## src/rtl/positional_list_engine_top_assert.svh

```systemverilog
// assertion macros shared by the list engine
`ifndef POSITIONAL_LIST_ENGINE_TOP_ASSERT_SVH
`define POSITIONAL_LIST_ENGINE_TOP_ASSERT_SVH

// checked only outside reset
`define PLE_ASSERT(lbl, prop, msg) \
  lbl: assert property (@(posedge clk_i) disable iff (!rst_ni) prop) else $error(msg);

// checked at every edge, reset included
`define PLE_ASSERT_ALWAYS(lbl, prop, msg) \
  lbl: assert property (@(posedge clk_i) prop) else $error(msg);

`endif

```

## src/rtl/ple_pkg.sv

```systemverilog
`default_nettype none

package ple_pkg;

  typedef enum logic [1:0] {
    CMD_INSERT = 2'd0,
    CMD_DELETE = 2'd1,
    CMD_GET    = 2'd2,
    CMD_LOCATE = 2'd3
  } ple_cmd_e;

  localparam int unsigned KeyW = 8;
  localparam int unsigned PosW = 5;

  typedef struct packed {
    ple_cmd_e            cmd;
    logic [PosW-1:0]     position;
    logic [KeyW-1:0]     key;
  } ple_in_t;

  typedef struct packed {
    logic                ok;
    logic [KeyW-1:0]     value;
    logic [PosW-1:0]     found_at;
    logic [PosW-1:0]     length;
    logic                empty_res;
  } ple_out_t;

  // per-cell control, decoded once per beat by the top level
  typedef struct packed {
    logic                live;
    logic                sel;
    logic                load;
    logic                take_left;
    logic                take_right;
    logic [KeyW-1:0]     key;
  } ple_cell_ctl_t;

endpackage

`default_nettype wire

```

## src/rtl/ple_cell.sv

```systemverilog
`default_nettype none

module ple_cell (
  input  logic                                clk_i,
  input  ple_pkg::ple_cell_ctl_t              ctl_i,
  input  logic [ple_pkg::KeyW-1:0]            left_i,
  input  logic [ple_pkg::KeyW-1:0]            right_i,
  output logic [ple_pkg::KeyW-1:0]            slot_o,
  output logic                                match_o,
  output logic [ple_pkg::KeyW-1:0]            rd_o
);
  import ple_pkg::*;

  logic [KeyW-1:0] slot_q;
  logic [KeyW-1:0] slot_d;

  always_comb begin
    slot_d = slot_q;
    if (ctl_i.load) begin
      slot_d = ctl_i.key;
    end else if (ctl_i.take_left) begin
      slot_d = left_i;
    end else if (ctl_i.take_right) begin
      slot_d = right_i;
    end
  end

  // key storage carries no reset
  always_ff @(posedge clk_i) begin
    slot_q <= slot_d;
  end

  assign slot_o  = slot_q;
  assign match_o = ctl_i.live && (slot_q == ctl_i.key);
  assign rd_o    = slot_q & {KeyW{ctl_i.sel}};

endmodule

`default_nettype wire

```

## src/rtl/ple_pick.sv

```systemverilog
`default_nettype none

module ple_pick #(
  parameter int unsigned N = 16
) (
  input  logic [N-1:0]            hit_i,
  output logic                    any_o,
  output logic [$clog2(N)-1:0]    idx_o
);
  import ple_pkg::*;

  localparam int unsigned IdxW = $clog2(N);

  logic [N-1:0] first;

  // isolate lowest set bit
  assign first = hit_i & (~hit_i + N'(1));
  assign any_o = |hit_i;

  always_comb begin
    idx_o = '0;
    for (int unsigned i = 0; i < N; i++) begin
      if (first[i]) begin
        idx_o = idx_o | IdxW'(i);
      end
    end
  end

endmodule

`default_nettype wire

```

## src/rtl/positional_list_engine_top.sv

```systemverilog
// ordered list of byte keys, 1-based positions, up to CAPACITY entries
//
// input channel: in_valid_i / in_stall_o carry one command beat
// (cmd, position, key); a beat is taken when valid is high and stall low
// output channel: out_valid_o / out_stall_i carry one result beat per
// command (ok, value, found_at, length, empty_res)
//
// every command finishes in one cycle: the keys live in a row of cells
// that shift toward or away from their neighbors together, every cell
// compares its key against the locate key at once, and a lowest-bit
// pick names the first match; the result shows one cycle after the
// command beat and a new command may be taken every cycle
//
// the result sits in an output register; while the receiver stalls and a
// result is waiting, in_stall_o is high and nothing is taken
//
// reset clears the entry count and the output valid; key cells are not
// cleared, entries at or above the count are never read
`include "positional_list_engine_top_assert.svh"

`default_nettype none

module positional_list_engine_top #(
  parameter int unsigned CAPACITY = 16
) (
  input  logic               clk_i,
  input  logic               rst_ni,
  input  logic               in_valid_i,
  output logic               in_stall_o,
  input  ple_pkg::ple_in_t   in_beat_i,
  output logic               out_valid_o,
  input  logic               out_stall_i,
  output ple_pkg::ple_out_t  out_beat_o
);
  import ple_pkg::*;

  localparam int unsigned CntW = $clog2(CAPACITY + 1);
  localparam int unsigned IdxW = $clog2(CAPACITY);
  // compare width roomy enough for position, count and count + 1
  localparam int unsigned CmpW = ((CntW > PosW) ? CntW : PosW) + 1;

  // entry count
  logic [CntW-1:0] count_q;
  logic [CntW-1:0] count_d;

  // output register
  logic     out_valid_q;
  ple_out_t out_q;
  ple_out_t res;

  logic acc;
  logic [CmpW-1:0] pos_w;
  logic [CmpW-1:0] cnt_w;
  logic [CmpW-1:0] len_w;
  logic ins_ok;
  logic del_ok;
  logic get_ok;
  logic do_ins;
  logic do_del;
  logic do_get;
  logic is_loc;

  // cell row wiring
  logic [KeyW-1:0]     slot   [CAPACITY];
  logic [KeyW-1:0]     rd     [CAPACITY];
  logic [CAPACITY-1:0] match;
  ple_cell_ctl_t       ctl    [CAPACITY];
  logic [KeyW-1:0]     rd_any;

  logic            hit;
  logic [IdxW-1:0] hit_idx;
  logic [CmpW-1:0] found_w;

  assign in_stall_o = out_valid_q && out_stall_i;
  assign acc        = in_valid_i && !in_stall_o;

  assign pos_w = CmpW'(in_beat_i.position);
  assign cnt_w = CmpW'(count_q);

  // range checks against the count before the command
  assign ins_ok = (pos_w != '0) && (pos_w <= cnt_w + CmpW'(1))
               && (cnt_w < CmpW'(CAPACITY));
  assign del_ok = (pos_w != '0) && (pos_w <= cnt_w);
  assign get_ok = del_ok;

  always_comb begin
    do_ins = 1'b0;
    do_del = 1'b0;
    do_get = 1'b0;
    is_loc = 1'b0;
    unique case (in_beat_i.cmd)
      CMD_INSERT: do_ins = ins_ok;
      CMD_DELETE: do_del = del_ok;
      CMD_GET:    do_get = get_ok;
      CMD_LOCATE: is_loc = 1'b1;
      default:    is_loc = 1'b0;
    endcase
  end

  // the row of cells, each handed its neighbors' keys every cycle
  for (genvar i = 0; i < CAPACITY; i++) begin : g_cell
    localparam logic [CmpW-1:0] Iw = CmpW'(i);
    logic [KeyW-1:0] left_key;
    logic [KeyW-1:0] right_key;

    if (i == 0) begin : g_head
      assign left_key = '0;
    end else begin : g_mid_l
      assign left_key = slot[i-1];
    end

    if (i == CAPACITY - 1) begin : g_tail
      assign right_key = '0;
    end else begin : g_mid_r
      assign right_key = slot[i+1];
    end

    always_comb begin
      ctl[i].live       = Iw < cnt_w;
      ctl[i].sel        = (Iw + CmpW'(1)) == pos_w;
      // insert: the slot at the position takes the key, those past it shift up
      ctl[i].load       = acc && do_ins && ((Iw + CmpW'(1)) == pos_w);
      ctl[i].take_left  = acc && do_ins && (Iw >= pos_w);
      // delete: the slot at the position and those past it pull down
      ctl[i].take_right = acc && do_del && ((Iw + CmpW'(1)) >= pos_w);
      ctl[i].key        = in_beat_i.key;
    end

    ple_cell u_cell (
      .clk_i   (clk_i),
      .ctl_i   (ctl[i]),
      .left_i  (left_key),
      .right_i (right_key),
      .slot_o  (slot[i]),
      .match_o (match[i]),
      .rd_o    (rd[i])
    );
  end

  // get: only the selected cell drives its key, the rest give zero
  always_comb begin
    rd_any = '0;
    for (int unsigned i = 0; i < CAPACITY; i++) begin
      rd_any = rd_any | rd[i];
    end
  end

  // locate: first live cell holding the key
  ple_pick #(
    .N (CAPACITY)
  ) u_pick (
    .hit_i (match),
    .any_o (hit),
    .idx_o (hit_idx)
  );

  assign found_w = hit ? (CmpW'(hit_idx) + CmpW'(1)) : '0;

  always_comb begin
    count_d = count_q;
    if (acc && do_ins) begin
      count_d = count_q + CntW'(1);
    end else if (acc && do_del) begin
      count_d = count_q - CntW'(1);
    end
  end

  // count widened so the 5-bit length field can always be sliced from it
  assign len_w = CmpW'(count_d);

  always_comb begin
    res.ok        = do_ins || do_del || do_get || is_loc;
    res.value     = do_get ? rd_any : '0;
    res.found_at  = is_loc ? found_w[PosW-1:0] : '0;
    res.length    = len_w[PosW-1:0];
    res.empty_res = (count_d == '0);
  end

  always_ff @(posedge clk_i or negedge rst_ni) begin
    if (!rst_ni) begin
      count_q     <= '0;
      out_valid_q <= 1'b0;
    end else begin
      count_q <= count_d;
      if (acc) begin
        out_valid_q <= 1'b1;
      end else if (!out_stall_i) begin
        out_valid_q <= 1'b0;
      end
    end
  end

  always_ff @(posedge clk_i) begin
    if (acc) begin
      out_q <= res;
    end
  end

  assign out_valid_o = out_valid_q;
  assign out_beat_o  = out_q;

  `PLE_ASSERT(a_count_bound, CmpW'(count_q) <= CmpW'(CAPACITY), "count past capacity")
  `PLE_ASSERT(a_ins_grows, (acc && do_ins) |=> (count_q == $past(count_q) + CntW'(1)), "insert count")
  `PLE_ASSERT(a_idle_holds, !acc |=> $stable(count_q), "count moved without a beat")
  `PLE_ASSERT(a_result_follows, acc |=> out_valid_q, "accepted beat gave no result")

endmodule

`default_nettype wire
```

## config.mk

```make
export PLATFORM = sky130hd
export DESIGN_NAME = positional_list_engine_top
export DESIGN_NICKNAME = d
export VERILOG_FILES = /design/src/rtl/ple_pkg.sv /design/src/rtl/ple_cell.sv /design/src/rtl/ple_pick.sv /design/src/rtl/positional_list_engine_top.sv
export VERILOG_INCLUDE_DIRS = /design/src /design/src/rtl
export SDC_FILE = /design/constraint.sdc
export NUM_CORES = 1
export LEC_CHECK = 0
export ABC_AREA = 1
export BUFFER_PORTS_ARGS = -buffer_cell sky130_fd_sc_hd__buf_2
export CORE_MARGIN = 2
export CORE_UTILIZATION = 55
export DETAILED_ROUTE_END_ITERATION = 16
export PLACE_DENSITY = 0.72
export SKIP_LAST_GASP = 1
export SYNTH_ARGS = -nofsm -noshare
export SYNTH_HDL_FRONTEND = slang
export SYNTH_SLANG_ARGS = --single-unit
```

## constraint.sdc

```tcl
create_clock -name clk_i -period 3.45 [get_ports clk_i]
set_input_delay 0.69 -clock clk_i [delete_from_list [all_inputs] [get_ports clk_i]]
set_output_delay 0.69 -clock clk_i [all_outputs]
set_load 0.02 [all_outputs]
```

==> results.sh <==
export IMPL_grt_first_pass_wirelength_um=70100
export IMPL_yosys_area_share_simple=0.264
export IMPL_area_growth_pct=10.2
export IMPL_nets=1748
export IMPL_max_slew_worst_pin_slew_ns=0.850
export IMPL_path_cells="inv_1 > ha_1 > inv_1 > ha_1 > inv_1 > o21bai_1 > a21oi_1 > o21ai_0 > o21ai_0 > nand2_2 > inv_2 > nand2_4 > nand2_1 > inv_1 > nor2_1"
export IMPL_mostFrequentLayoutCells="nand2_1, inv_1, nor2_1, o21ai_0, edfxtp_1"
export IMPL_vias=12800
export IMPL_synthAdderAreaFrac=0.0145
export IMPL_final_common_cell="nand2_1"
export IMPL_ctsResizeCount=0
export IMPL_wl_um=46200
export IMPL_layout_drive_gt1_share=0.105
export IMPL_start_util=0.555
export IMPL_drv_slew=0
export IMPL_path_buf_inv=5
export IMPL_first_pass_iters=7
export IMPL_fp_dieH_um=152
export IMPL_numPortBuffers=40
export IMPL_diodes=0
export IMPL_avgSynthCellArea_um2=7.26
export IMPL_wl_per_cell_um=23.0
export IMPL_h_tree_depth=4
export IMPL_period_needed_ns=3.38
export IMPL_final_antenna_net_count=0
export IMPL_timing_final_crit_share=0.979
export IMPL_synth_nets=1693
export IMPL_synth_area_top_cells="edfxtp_1, nand2_1, o21ai_0, inv_1, nor2_1"
export IMPL_yosysTopAreaCellShare=0.369
export IMPL_synth_area_um2=12000
export IMPL_grt_max_degree=29
export IMPL_ctsHoldBuffers=0
export IMPL_power_density_nw_per_um2=423
export IMPL_finalSetupViolations=0
export IMPL_p_leak_nw=5.76
export IMPL_critPathKind="flip-flop to flip-flop"
export IMPL_worstSkewPairLatency_ns=0.44
export IMPL_clockBufferDepth=2
export IMPL_hold_class="primary input to async pin"
export IMPL_drtIter0Drc=2189
export IMPL_routed_via_density=6.36
export IMPL_synth_compound_area_frac=0.187
export IMPL_synth_cell_types=46
export IMPL_grt_overflow_total=0
export IMPL_dpl_hpwl_um=34500
export IMPL_setup_tns_ns=0
export IMPL_route_detailed_drc=0
export IMPL_path_max_fanout=8
export IMPL_numCtsBuffers=17
export IMPL_clock_sinks=154
export IMPL_die_x_um=152
export IMPL_die_area_um2=23100
export IMPL_post_cts_buffers=0
export IMPL_fp_coreArea_um2=21700
export IMPL_startpoint_type="flip-flop"
export IMPL_cpMostUsedCell="inv_1"
export IMPL_cts_tree="done"
export IMPL_timing_fmax_mhz=296
export IMPL_synth_area_leader_cell="edfxtp_1"
export IMPL_ys_seq_area_frac=0.381
export IMPL_track_usage=0.396
export IMPL_netlist_instances=1660
export IMPL_holdWs_ns=0.0725
export IMPL_cap_violations=0
export IMPL_synth_top_family_by_area="simple AND/OR/NAND/NOR gates"
export IMPL_slowest_stage="nor2_1"
export IMPL_endpoint_kind="flip-flop"
export IMPL_irDropWorstVdd_mv=0.334
export IMPL_slew_headroom=0.431
export IMPL_cp_arrival_ns=3.44
export IMPL_grt_pass1_vias=12000
export IMPL_critPathRequiredTime_ns=3.51
export IMPL_finalHoldViolCount=0
export IMPL_routed_wl_met2_um=19200
export IMPL_route_met3_wl_um=6700
export IMPL_boundaryPins=41
export IMPL_synth_edf_count=148
export IMPL_clock_skew_ns=0.0165
export IMPL_max_stage_delay_ns=0.71
export IMPL_cp_top_family="simple AND/OR/NAND/NOR gates"
export IMPL_ys_seq_elements=154
export IMPL_synth_flop_cell="edfxtp_1"
export IMPL_synthMuxAreaShare=0
export IMPL_rows=54
export IMPL_rsz0062_at_grt="false"
export IMPL_dr_max_layer_used="met4"
export IMPL_status="finished, final reports clean"
export IMPL_synthArstFlopShare=0.0390
export IMPL_antenna_found_initial=0
export IMPL_clk_pin_slew_ns=0.07
export IMPL_gp_congestion=1.10
export IMPL_wl_met1_um=17200
export IMPL_clockRootBuffer="clkbuf_16"
export IMPL_totalPowerFinal_mw=5.62
export IMPL_synth_xor_xnor_area_share=0.0494
export IMPL_yosys_warnings=0
==> where the power goes <==
part	total (mW)	internal [mW]	switching, mW
logic	1.41	0.448	0.964
registers	2.28	2.16	0.119
clock network	1.92	1.07	0.854
total	5.62	3.68	1.94
==> worst paths after layout <==
check                                                              to  slack [ns]  cells after the start                    start
worst max-delay path            g_cell[11].u_cell.slot_o[6]$_DFFE_PP_        0.07                     15     count_q[1]$_DFF_PN0_
worst min-delay path                             count_q[2]$_DFF_PN0_        0.07                      1                   rst_ni
worst max register to register  g_cell[11].u_cell.slot_o[6]$_DFFE_PP_        0.07                     15     count_q[1]$_DFF_PN0_
worst min register to register                out_valid_o$_DFFE_PN0P_        0.48                      2  out_valid_o$_DFFE_PN0P_
max in group asynchronous                        count_q[0]$_DFF_PN0_        3.22                      1                   rst_ni
min in group clk_i                            out_valid_o$_DFFE_PN0P_        0.46                      3              out_stall_i
==> cell type report <==
class	instances	area [um^2]
repair buffers	103	714
multi-input cells	1227	6240
flip-flops and latches	154	4590
inverters	212	798
well taps	280	350
clock buffers	18	429
clock inverters	14	148
fillers	1983	8420
==> metrics by stage <==
step	cell area, um^2	utilization	worst slack [ns]	cells
CTS	13200	0.611	0.0602	2008
global route	13300	0.612	0.00932	2008
floorplan	12000	-	0.0766	1660
detailed placement	12700	0.584	0.0764	1976
finish	13300	0.612	0.0725	2008
global placement	12700	0.584	0.158	1976
==> kinds of logic (layout without fill, tap and decap cells) <==
family,Yosys count,after routing
AOI/OAI and AO/OA,386,386
xor gates and xnor gates,68,68
adders and majority gates,14,14
buffers and inverters,279,347
DFF,154,154
and+or+nand+nor,759,759
==> per-layer routing <==
metal	GRT usage	up-vias
met5	0	-
met4	0.240	0
met3	0.0950	226
met2	0.579	1063
met1	0.533	5754
li1	-	5724
==> Yosys cell counts (3+ instances only) <==
library cell	instances
nor3_1	12
inv_2	13
buf_6	11
nand2_2	7
a22oi_1	5
buf_2	28
nor2_1	177
nand4_1	30
o21ai_0	173
o221ai_1	3
xnor2_1	46
nand3b_1	8
a211oi_1	7
edfxtp_1	148
nand2_1	437
o21ai_1	17
clkbuf_1	13
nand3_1	58
a221oi_1	15
o22ai_1	39
inv_1	199
nor2_4	4
a21oi_1	61
and2_1	6
ha_1	14
nand3_2	3
nor4_1	3
dfrtp_1	6
nor2_2	10
o2111ai_1	3
o211ai_1	50
a41oi_1	6
xor2_1	22
buf_4	13
==> flip-flops by register name, summed over array words and instances (netlist names) <==
name                  flops
count_q                   5
g_cell.u_cell.slot_o    128
out_beat_o               20
out_valid_o               1
No activity file was read; power rests on OpenSTA's default activity.
